[src/tccs_pkg.sv]
// ----------------------------------------------------------------------------
// Text console cursor/scroll package
// Shared types, field widths and character constants for the console engine.
// ----------------------------------------------------------------------------
package tccs_pkg;

    // default screen geometry
    localparam int DEF_COLS = 80;
    localparam int DEF_ROWS = 25;

    // fixed payload field widths
    localparam int COL_W  = 7;
    localparam int ROW_W  = 5;
    localparam int CHAR_W = 8;
    localparam int ATTR_W = 8;
    localparam int CMD_W  = 2;
    localparam int CELL_W = CHAR_W + ATTR_W;

    // command codes
    localparam logic [CMD_W-1:0] CMD_PRINT = 2'd0;
    localparam logic [CMD_W-1:0] CMD_READ  = 2'd1;
    localparam logic [CMD_W-1:0] CMD_WRITE = 2'd2;

    // character and attribute constants
    localparam logic [CHAR_W-1:0] NEWLINE_CODE = 8'h0A;
    localparam logic [CHAR_W-1:0] SPACE_CODE   = 8'h20;
    localparam logic [ATTR_W-1:0] DEFAULT_ATTR = 8'h07;

    // configuration register indexes
    localparam logic [0:0] REG_TEXT_COLOR = 1'b0;

    typedef struct packed {
        logic [CMD_W-1:0]  cmd;
        logic [CHAR_W-1:0] char_code;
        logic [COL_W-1:0]  cell_col;
        logic [ROW_W-1:0]  cell_row;
        logic [ATTR_W-1:0] cell_attr_in;
    } req_item_t;

    typedef struct packed {
        logic [COL_W-1:0]  cursor_col;
        logic [ROW_W-1:0]  cursor_row;
        logic [CHAR_W-1:0] cell_char;
        logic [ATTR_W-1:0] cell_attr;
    } res_item_t;

    typedef enum logic [2:0] {
        ST_INIT,
        ST_IDLE,
        ST_EXEC,
        ST_SCROLL,
        ST_RESULT
    } state_t;

    // controller to datapath
    typedef struct packed {
        logic init_wr;
        logic capture;
        logic exec;
        logic fill_wr;
        logic sweep_wrap;
        logic load_out;
    } ctrl_cmd_t;

    // datapath to controller
    typedef struct packed {
        logic init_last;
        logic fill_last;
        logic need_scroll;
        logic out_free;
    } ctrl_status_t;

endpackage

[src/tccs_ctrl.sv]
// ----------------------------------------------------------------------------
// Text console controller
// Sequences the clearing pass, command execution, scroll fill and result load.
// ----------------------------------------------------------------------------
module tccs_ctrl
(
    input  logic                  clk,
    input  logic                  rst_n,
    input  logic                  req_valid,
    output logic                  req_ready,
    input  tccs_pkg::ctrl_status_t status,
    output tccs_pkg::ctrl_cmd_t    ctrl
);

    tccs_pkg::state_t state_reg;
    tccs_pkg::state_t state_next;

    always_ff @(posedge clk or negedge rst_n)
    begin
        if (!rst_n)
        begin
            state_reg <= tccs_pkg::ST_INIT;
        end
        else
        begin
            state_reg <= state_next;
        end
    end

    always_comb
    begin
        state_next = state_reg;
        unique case (state_reg)
            tccs_pkg::ST_INIT:
            begin
                if (status.init_last)
                begin
                    state_next = tccs_pkg::ST_IDLE;
                end
            end
            tccs_pkg::ST_IDLE:
            begin
                if (req_valid)
                begin
                    state_next = tccs_pkg::ST_EXEC;
                end
            end
            tccs_pkg::ST_EXEC:
            begin
                if (status.need_scroll)
                begin
                    state_next = tccs_pkg::ST_SCROLL;
                end
                else
                begin
                    state_next = tccs_pkg::ST_RESULT;
                end
            end
            tccs_pkg::ST_SCROLL:
            begin
                if (status.fill_last)
                begin
                    state_next = tccs_pkg::ST_RESULT;
                end
            end
            tccs_pkg::ST_RESULT:
            begin
                if (status.out_free)
                begin
                    state_next = tccs_pkg::ST_IDLE;
                end
            end
            default:
            begin
                state_next = tccs_pkg::ST_INIT;
            end
        endcase
    end

    always_comb
    begin
        ctrl      = '0;
        req_ready = 1'b0;
        unique case (state_reg)
            tccs_pkg::ST_INIT:
            begin
                ctrl.init_wr    = 1'b1;
                ctrl.sweep_wrap = status.init_last;
            end
            tccs_pkg::ST_IDLE:
            begin
                req_ready    = 1'b1;
                ctrl.capture = req_valid;
            end
            tccs_pkg::ST_EXEC:
            begin
                ctrl.exec = 1'b1;
            end
            tccs_pkg::ST_SCROLL:
            begin
                ctrl.fill_wr    = 1'b1;
                ctrl.sweep_wrap = status.fill_last;
            end
            tccs_pkg::ST_RESULT:
            begin
                ctrl.load_out = status.out_free;
            end
            default:
            begin
                ctrl = '0;
            end
        endcase
    end

endmodule

[config.mk]
export PLATFORM = sky130hd
export DESIGN_NAME = tccs_ctrl
export DESIGN_NICKNAME = d
export VERILOG_FILES = /design/src/tccs_pkg.sv /design/src/tccs_ctrl.sv
export SDC_FILE = /design/constraint.sdc
export NUM_CORES = 1
export LEC_CHECK = 0
export ABC_AREA = 1
export BUFFER_PORTS_ARGS = -buffer_cell sky130_fd_sc_hd__buf_4
export CORE_AREA = 2 2 39 41
export CTS_BUF_LIST = sky130_fd_sc_hd__clkbuf_8 sky130_fd_sc_hd__clkbuf_16
export DETAILED_ROUTE_END_ITERATION = 6
export DIE_AREA = 0 0 41 43
export PLACE_DENSITY = 0.47
export SYNTH_ARGS = -nofsm -noshare
export SYNTH_HDL_FRONTEND = slang
export SYNTH_SLANG_ARGS = --single-unit
[constraint.sdc]
create_clock -name clk -period 1.07 [get_ports clk]
set_input_delay 0.214 -clock clk [delete_from_list [all_inputs] [get_ports clk]]
set_output_delay 0.214 -clock clk [all_outputs]
set_load 0.01 [all_outputs]
==> results of run 1 <==
-- cell type report --
| cell class | count | area (µm²) | share of cell area |
|---|---|---|---|
| Tap cell | 16 | 20.0 | 0.0370 |
| Timing Repair Buffer | 22 | 179 | 0.331 |
| Clock buffer | 3 | 41.3 | 0.0764 |
| Clock inverter | 1 | 3.75 | 0.00694 |
| Sequential cell | 3 | 78.8 | 0.146 |
| Inverter | 10 | 37.5 | 0.0694 |
| Multi-Input combinational cell | 29 | 180 | 0.333 |
-- cells by family (layout without fill, tap and decap cells) --
family / Yosys count / after routing
buffers and inverters: 10 / 36
flip-flops: 3 / 3
AO/OA/AOI/OAI: 3 / 3
AND/OR/NAND/NOR: 26 / 26
-- placed cells by master, fill, tap and decap left out, drive strengths merged --
cell,Yosys,layout
nor3,2,2
buf,0,21
a211oi,1,1
clkbuf,0,3
o21ai,2,2
nand2,16,16
dlygate4sd3,0,1
inv,10,11
dfrtp,3,3
nand3,3,3
nor2,5,5
-- how the worst min path moves through the flow --
stage	startpoint	endpoint	depth (start not counted)
floorplan	rst_n	state_reg[0]	0
global placement	rst_n	state_reg[2]	1
detailed placement	rst_n	state_reg[2]	1
CTS	status[1]	state_reg[2]	4
global route	status[1]	state_reg[2]	4
finish	status[2]	state_reg[1]	4
-- layer usage --
layer  global-route usage  routed length, µm  vias to the layer above
li1                     -                  -                      177
met2                0.134                322                        9
met1                0.132                297                      143
met3               0.0314                 42                        0
met5                    0                  0                        -
met4               0.0200                  0                        0
-- worst max-delay path, cell delays in order (launching register included) --
cell and delay [ns]:
dfrtp_2 0.48, inv_2 0.11, nand2_2 0.06, o21ai_1 0.12
buf_4 0.13
-- what timing repair did --
| item | CTS | global route |
|---|---|---|
| setup buffers | 3 | 0 |
| setup endpoints to repair | 10 | 10 |
| pin swaps | 4 | 1 |
| resized for setup | 14 | 6 |
| hold buffers | 1 | 0 |
| hold endpoints to repair | 3 | 0 |
-- power by group through the flow --
stage	logic (mW)	registers (mW)	clock network (mW)
detailed placement	0.789	0.242	0
floorplan	0.438	0.228	0
finish	1.02	0.311	0.309
global route	1.14	0.321	0.333
global placement	0.795	0.246	0
CTS	0.964	0.298	0.322
-- stage by stage --
step           utilization  worst slack [ns]
4_1_cts              0.380            -0.256
3_3_place_gp         0.296            -0.103
3_5_place_dp         0.296            -0.119
2_1_floorplan            -           -0.0242
5_1_grt              0.391            -0.341
6_report             0.391            -0.256
==> flow_metrics.env, run 1 <==
export IMPL_outcome="complete, but fails checks"
export IMPL_violations="setup timing"
export IMPL_synth_top_area_cell="dfrtp_1"
export IMPL_avgViaCountPerCell=3.92
export IMPL_drtAntennaViolNets=0
export IMPL_root_buffer="clkbuf_8"
export IMPL_swShare=0.410
export IMPL_synth_fa_ha_area_frac=0
export IMPL_place_hpwl_um=489
export IMPL_maxCapViolCount=0
export IMPL_power_switching_mw=0.671
export IMPL_clock_power_share=0.189
export IMPL_cts_tree="built"
export IMPL_grt_overflow=0
export IMPL_fin_cells=84
export IMPL_largest_reg_flops=3
export IMPL_grtUsageTotal=0.0935
export IMPL_p_comb_frac=0.622
export IMPL_routed_wl_um=662
export IMPL_critPathLaunchType="flop"
export IMPL_area_growth_pct=117
export IMPL_synthMuxAreaShare=0
export IMPL_wl_per_cell_um=7.88
export IMPL_port_buffers=13
export IMPL_arrival_ns=1.11
export IMPL_rows=14
export IMPL_cp_startpoint="state_reg[2]"
export IMPL_ys_flop_type="dfrtp_1"
export IMPL_yosys_register_bits=3
export IMPL_synthSimpleGateAreaFrac=0.477
export IMPL_cp_max_fo=6
export IMPL_cts_num_sinks=3
export IMPL_syn_nets=49
export IMPL_hold_viol_final=0
export IMPL_drt_first_pass_iters=2
export IMPL_dieArea_um2=1760
export IMPL_ys_warn_count=0
export IMPL_vdd_drop_max_v=0.00134
export IMPL_final_max_slew_viol_count=0
export IMPL_finalNetCount=76
export IMPL_hold_class="primary input to flop"
export IMPL_crit_path_end_kind="primary output"
export IMPL_yosysSeqAreaShare=0.302
export IMPL_setup_viol=10
export IMPL_drive_above_1_share=0.647
export IMPL_yosysMostFrequentCell="nand2_1"
export IMPL_r2r_end="state_reg[0]"
export IMPL_async_reset_ff_frac=1.00
export IMPL_stdcell_area_um2=541
export IMPL_yosys_top_cells_count="nand2_1 (14), inv_1 (9), dfrtp_1 (3), nand3_1 (3), nor2_1 (3)"
export IMPL_ios=14
export IMPL_hold_slack_ns=0.282
export IMPL_worst_setup_path_type="flop to primary output"
export IMPL_path_clk_slew_ns=0.03
export IMPL_insertion_delay_ns=0.21
export IMPL_ff2ff_path_depth=7
export IMPL_fin_setup_tns_ns=-1.67
export IMPL_nFillCells=136
export IMPL_drc=0
export IMPL_routabilityCongestion=0.724
export IMPL_power_mw=1.64
export IMPL_layout_min_cycle_time_ns=1.33
export IMPL_grt_pass1_wl_um=1170
export IMPL_worstMarginPinSlew_ns=0.231
export IMPL_synth_top_family_by_area="simple AND/OR/NAND/NOR gates"
export IMPL_core_area_um2=1380
export IMPL_rsz0062_at_grt="true"
export IMPL_ys_top_cells_by_area="dfrtp_1 (30%), nand2_1 (21%), inv_1 (14%)"
export IMPL_grt_pass1_vias=314
export IMPL_placed_cell_area_um2=409
export IMPL_syn_area_um2=249
export IMPL_crit_reg2reg_launch="state_reg[1]"
export IMPL_seqPwrFrac=0.190
export IMPL_synth_xor_xnor_area_share=0
export IMPL_cts_buffers=3
export IMPL_synth_distinct_cells=12
export IMPL_cp_endpoint="ctrl[1]"
export IMPL_postSynthCellCount=42
export IMPL_drt_initial_drc_count=1
export IMPL_die_w_um=41
export IMPL_max_clock_path_buffers=2
export IMPL_antenna_found_initial=0
export IMPL_skew_ns=0.00344
export IMPL_period_share=1.24
export IMPL_die_h_um=43
export IMPL_dp_cells=76
export IMPL_antenna_cells=0
export IMPL_power_internal_mw=0.966
export IMPL_synth_compound_area_frac=0.0704
export IMPL_worst_slack_ns=-0.256
export IMPL_vias=329
export IMPL_reg2reg_slack_ns=-0.07
export IMPL_start_util=0.180
export IMPL_yosysTopAreaCellShare=0.302
export IMPL_fmaxAchievable_ghz=0.754
export IMPL_p_leak_nw=0.298
export IMPL_required_ns=0.86
export IMPL_synth_edf_count=0
export IMPL_avgSynthCellArea_um2=5.93
export IMPL_power_density_nw_per_um2=3030
export IMPL_grt_max_degree=7
export IMPL_htree_num_levels=1
export IMPL_slew_headroom=0.846
Power figures use the tool's default switching activity.
==> run 2, diff against run 1 <==
ABC_AREA = default   (was 1)
CTS_CLUSTER_DIAMETER = 80   (was default)
PLACE_DENSITY = 0.51   (was 0.47)
SLEW_MARGIN = 20   (was default)
==> run 2 against run 1 <==
The run still ends with setup timing left; sequential cell count unchanged; clock power up 4%; register-to-register slack worse by 0.34 ns; wire length up 23%; total power up 28%; die area unchanged; first-iteration DRC count unchanged; design area up 22%; fmax down 10%; utilization up 8.4 points; synthesized area up 19%; global-route usage up 1.8 points; critical path type is now flop to flop; critical endpoint is now state_reg[0].
==> flow_metrics.env, run 2 <==
export IMPL_skew_ns=0.000370
export IMPL_yosysTopAreaCellShare=0.253
export IMPL_hold_class="primary input to flop"
export IMPL_htree_num_levels=1
export IMPL_avgViaCountPerCell=4.20
export IMPL_max_clock_path_buffers=2
export IMPL_drc=0
export IMPL_area_growth_pct=122
export IMPL_period_share=1.38
export IMPL_fmaxAchievable_ghz=0.676
export IMPL_layout_min_cycle_time_ns=1.48
export IMPL_fin_cells=80
export IMPL_port_buffers=13
export IMPL_dieArea_um2=1760
export IMPL_slew_headroom=0.819
export IMPL_cts_tree="built"
export IMPL_ys_warn_count=0
export IMPL_final_max_slew_viol_count=0
export IMPL_hold_slack_ns=0.269
export IMPL_antenna_cells=0
export IMPL_power_density_nw_per_um2=3190
export IMPL_cp_max_fo=5
export IMPL_postSynthCellCount=32
export IMPL_cts_num_sinks=3
export IMPL_post_route_util=0.475
export IMPL_start_util=0.214
export IMPL_power_mw=2.09
export IMPL_drt_first_pass_iters=4
export IMPL_stdcell_area_um2=657
export IMPL_finalNetCount=72
export IMPL_synth_edf_count=0
export IMPL_setup_viol=10
export IMPL_syn_nets=39
export IMPL_path_buf_inv=1
export IMPL_insertion_delay_ns=0.22
export IMPL_maxCapViolCount=0
export IMPL_dp_cells=70
export IMPL_root_buffer="clkbuf_8"
export IMPL_die_w_um=41
export IMPL_routed_wl_um=816
export IMPL_path_cells="buf_4 > and3b_2 > nand2b_4 > nand3_4 > mux2_4"
export IMPL_rows=14
export IMPL_wl_per_cell_um=10.2
export IMPL_avgSynthCellArea_um2=9.27
export IMPL_cpMaxStageDelayCell="dfrtp_2"
export IMPL_core_area_um2=1380
export IMPL_p_leak_nw=0.328
export IMPL_cts_buffers=3
export IMPL_mostFrequentLayoutCell="buf_4"
export IMPL_cp_top_family="flip-flops"
export IMPL_critPathLaunchType="flop"
export IMPL_ys_flop_type="dfrtp_1"
export IMPL_die_h_um=43
export IMPL_violations="setup timing"
export IMPL_worst_setup_path_type="flop to flop"
export IMPL_antenna_found_initial=0
export IMPL_required_ns=1.17
export IMPL_grt_overflow=0
export IMPL_grt_pass1_wl_um=1290
export IMPL_final_cell_mix="buf_4 (26), buf_6 (4), nor2_2 (3), clkbuf_8 (3), dfrtp_2 (3)"
export IMPL_vias=336
export IMPL_routabilityCongestion=0.696
export IMPL_drtAntennaViolNets=0
export IMPL_grt_max_degree=6
export IMPL_crit_path_end_kind="flop"
export IMPL_yosys_top_cells_count="nand2_1 (4), dfrtp_1 (3), nor2_1 (3)"
export IMPL_placed_cell_area_um2=488
export IMPL_yosys_register_bits=3
export IMPL_ios=14
export IMPL_syn_area_um2=297
export IMPL_ys_top_cells_by_area="dfrtp_1 (25%), nor4b_4 (8.0%), buf_6 (7.6%)"
export IMPL_grtUsageTotal=0.112
export IMPL_worst_slack_ns=-0.410
export IMPL_yosysMostFrequentCell="nand2_1"
export IMPL_rsz0062_at_grt="true"
export IMPL_outcome="complete, but fails checks"
export IMPL_path_clk_slew_ns=0.03
export IMPL_slowest_delay_ns=0.46
export IMPL_grt_pass1_vias=337
export IMPL_async_reset_ff_frac=1.00
export IMPL_drive_above_1_share=0.859
export IMPL_drt_initial_drc_count=1
export IMPL_synth_distinct_cells=23
export IMPL_synth_top_area_cell="dfrtp_1"
export IMPL_nFillCells=132
export IMPL_arrival_ns=1.58
export IMPL_worstMarginPinSlew_ns=0.270
export IMPL_vdd_drop_max_v=0.00134
export IMPL_hold_viol_final=0
export IMPL_largest_reg_flops=3
export IMPL_place_hpwl_um=581
export IMPL_yosysSeqAreaShare=0.253
run 2: cell types whose count changed after synthesis, moves of 2 or more:
cell,before,now
nand2_1,14,4
inv_1,9,2
buf_6,0,2
nand2_2,2,0
nand3_1,3,1
o21ai_0,2,0
run 2: final timing paths:
path	from	endpoint	slack [ns]	cells after the start
max	state_reg[1]	state_reg[0]	-0.41	5
min in group asynchronous	rst_n	state_reg[1]	0.33	2
min reg2reg	state_reg[2]	state_reg[1]	0.71	2
max reg2reg	state_reg[1]	state_reg[0]	-0.41	5
max in group asynchronous	rst_n	state_reg[0]	0.64	2
min	status[0]	state_reg[2]	0.27	3
run 2: repair_timing:
| item | 4_1_cts | 5_1_grt |
|---|---|---|
| hold buffers | 1 | 0 |
| endpoints found under the hold margin | 3 | 0 |
| endpoints found under the setup margin | 10 | 10 |
| pin swaps | 3 | 2 |
| buffers inserted | 4 | 1 |
| resized for setup | 10 | 11 |
run 2: layout make-up:
cell class,count,area (µm²),share of cell area
multi-input cells,24,255,0.389
repair buffers,31,250,0.381
flip-flops and latches,3,78.8,0.120
clock buffers,3,41.3,0.0629
well taps,16,20.0,0.0305
inverters,2,7.51,0.0114
clock inverters,1,3.75,0.00571
run 2: report_power, final:
| group | switching (mW) | leakage, nW | internal [mW] | total [mW] |
|---|---|---|---|---|
| registers | 0.116 | 0.0340 | 0.182 | 0.298 |
| clock network | 0.0765 | 0.0269 | 0.244 | 0.321 |
| logic | 0.579 | 0.268 | 0.897 | 1.48 |
| total | 0.771 | 0.328 | 1.32 | 2.09 |
run 2: routing by layer:
layer	global-route usage	part of all wire	vias up
met4	0.0800	0.012	0
met1	0.126	0.37	149
met3	0.0366	0.087	2
met5	0	0	-
li1	-	-	172
met2	0.166	0.53	13
run 2: kinds of logic (layout without fill, tap and decap cells):
kind of cell           after synthesis  after routing  share of synthesized area
buffers and inverters                5             37                      0.127
muxes                                2              2                     0.0844
DFF                                  3              3                      0.253
AOI/OAI and AO/OA                    5              5                      0.143
and+or+nand+nor                     17             17                      0.392
run 2: stage by stage:
step,worst slack (ns),setup TNS [ns]
after global placement,-0.316,-1.83
after global routing,-0.452,-3.80
final,-0.410,-3.25
after detailed placement,-0.332,-1.75
after floorplan,-0.259,-0.788
after CTS,-0.379,-3.12
run 2: tightest hold or removal path: stages:
cell and delay (ns):
buf_4 0.08, buf_4 0.09, o32ai_2 0.05
==> run 3, diff against run 2 <==
TNS_END_PERCENT = 20   (was default)
==> run 3 against run 2 <==
The run still ends with setup timing left; first-iteration DRC count increased to 7.0 times the previous value; via count increased by 6.3%; total power decreased by 6.0%; global-route usage increased by 0.10 points; clock power decreased by 2%; sequential share of layout area increased by 0.60 points; non-clock buffer count decreased by 1; sequential power decreased by 1%; clock skew increased by 0.0014 ns; critical path type unchanged; largest cell class is now buffers.
==> flow_metrics.env, run 3 (synthesis gave the netlist of run 2 again) <==
export IMPL_outcome="complete, but fails checks"
export IMPL_violations="setup timing"
export IMPL_final_cell_mix="buf_4 (26), inv_1 (3), clkbuf_8 (3), buf_6 (3), dfrtp_2 (3)"
export IMPL_largest_reg_flops=3
export IMPL_dieArea_um2=1760
export IMPL_path_clk_slew_ns=0.03
export IMPL_p_comb_frac=0.692
export IMPL_max_clock_path_buffers=2
export IMPL_crit_reg2reg_launch="state_reg[2]"
export IMPL_start_util=0.214
export IMPL_grt_overflow=0
export IMPL_vdd_drop_max_v=0.00119
export IMPL_htree_num_levels=1
export IMPL_critPathLaunchType="flop"
export IMPL_maxCapViolCount=0
export IMPL_skew_ns=0.00174
export IMPL_finalNetCount=71
export IMPL_period_share=1.34
export IMPL_drive_above_1_share=0.825
export IMPL_vias=357
export IMPL_grt_pass1_vias=354
export IMPL_cts_num_sinks=3
export IMPL_die_h_um=43
export IMPL_min_from="status[0]"
export IMPL_avgViaCountPerCell=4.52
export IMPL_rsz0062_at_grt="true"
export IMPL_final_max_slew_viol_count=0
export IMPL_power_density_nw_per_um2=3150
export IMPL_antenna_cells=0
export IMPL_seqPwrFrac=0.150
export IMPL_routabilityCongestion=0.839
export IMPL_worst_setup_path_type="flop to flop"
export IMPL_die_w_um=41
export IMPL_required_ns=1.16
export IMPL_grtUsageTotal=0.113
export IMPL_place_hpwl_um=557
export IMPL_drtAntennaViolNets=0
export IMPL_routed_wl_um=825
export IMPL_area_growth_pct=111
export IMPL_worstMarginPinSlew_ns=0.209
export IMPL_root_buffer="clkbuf_8"
export IMPL_pre_cts_ws_ns=-0.321
export IMPL_layout_min_cycle_time_ns=1.44
export IMPL_cts_tree="built"
export IMPL_drt_initial_drc_count=7
export IMPL_setup_viol=10
export IMPL_wl_per_cell_um=10.4
export IMPL_core_area_um2=1380
export IMPL_hold_viol_final=0
export IMPL_insertion_delay_ns=0.21
export IMPL_ios=14
export IMPL_swShare=0.364
export IMPL_crit_path_end_kind="flop"
export IMPL_hold_path_depth=3
export IMPL_cp_startpoint="state_reg[2]"
export IMPL_cts_buffers=3
export IMPL_antenna_found_initial=0
export IMPL_p_leak_nw=0.314
export IMPL_drt_first_pass_iters=4
export IMPL_hold_class="primary input to flop"
export IMPL_power_mw=1.97
export IMPL_slew_headroom=0.859
export IMPL_mostFrequentLayoutCell="buf_4"
export IMPL_grt_pass1_wl_um=1290
export IMPL_post_route_util=0.452
export IMPL_port_buffers=13
export IMPL_power_internal_mw=1.25
export IMPL_worst_slack_ns=-0.366
export IMPL_cp_max_fo=4
export IMPL_grt_max_degree=8
export IMPL_clock_power_share=0.159
export IMPL_rows=14
export IMPL_drc=0
export IMPL_ff2ff_path_depth=5
export IMPL_power_switching_mw=0.718
export IMPL_fmaxAchievable_ghz=0.696
export IMPL_arrival_ns=1.53
## run 3: what timing repair did
| item | 4_1_cts | 5_1_grt |
|---|---|---|
| endpoints found under the setup margin | 10 | 10 |
| hold endpoints to repair | 3 | 0 |
| hold buffers | 1 | 0 |
| resized for setup | 8 | 10 |
| pin swaps | 4 | 8 |
| buffers inserted | 6 | 0 |
## run 3: worst max-delay path, stage by stage, from the launching register on
cell,delay [ns]
dfrtp_2,0.43
buf_4,0.15
and3b_2,0.24
nand2b_2,0.09
nand3_4,0.11
mux2_4,0.30
## run 3: path summary, 6_finish.rpt
| check | end | slack, ns |
|---|---|---|
| hold / removal | state_reg[2] | 0.28 |
| max in group asynchronous | state_reg[2] | 0.63 |
| setup / recovery | state_reg[0] | -0.37 |
| hold reg to reg | state_reg[1] | 0.66 |
| setup reg to reg | state_reg[0] | -0.37 |
| min in group asynchronous | state_reg[0] | 0.33 |
## run 3: power by group through the flow
stage	combinational (mW)	clock, mW	sequential [mW]
after floorplan	0.692	0	0.188
after global placement	0.983	0	0.289
after detailed placement	0.980	0	0.289
after CTS	1.23	0.317	0.287
after global routing	1.47	0.331	0.310
final	1.36	0.313	0.294
## run 3: metal layers
| metal | share of wire | track usage |
|---|---|---|
| met5 | 0 | 0 |
| met4 | 0 | 0.0733 |
| met3 | 0.058 | 0.0471 |
| met2 | 0.54 | 0.172 |
| met1 | 0.40 | 0.120 |
## run 3: layout make-up
| type | count | area, µm² |
|---|---|---|
| Fill cell | 127 | 758 |
| Timing Repair Buffer | 30 | 239 |
| Multi-Input combinational cell | 24 | 235 |
| Sequential cell | 3 | 78.8 |
| Clock buffer | 3 | 41.3 |
| Tap cell | 16 | 20.0 |
| Inverter | 2 | 7.51 |
| Clock inverter | 1 | 3.75 |
## run 3: stage by stage
stage                     instances  setup TNS (ns)  hold slack (ns)  cell area [µm²]
after floorplan                  32          -0.937          -0.0816              298
after global placement           68           -1.89          0.00344              460
after detailed placement         68           -1.95          0.00394              460
after CTS                        79           -3.02            0.284              588
after global routing             79           -3.52            0.292              626
final                            79           -2.96            0.281              626
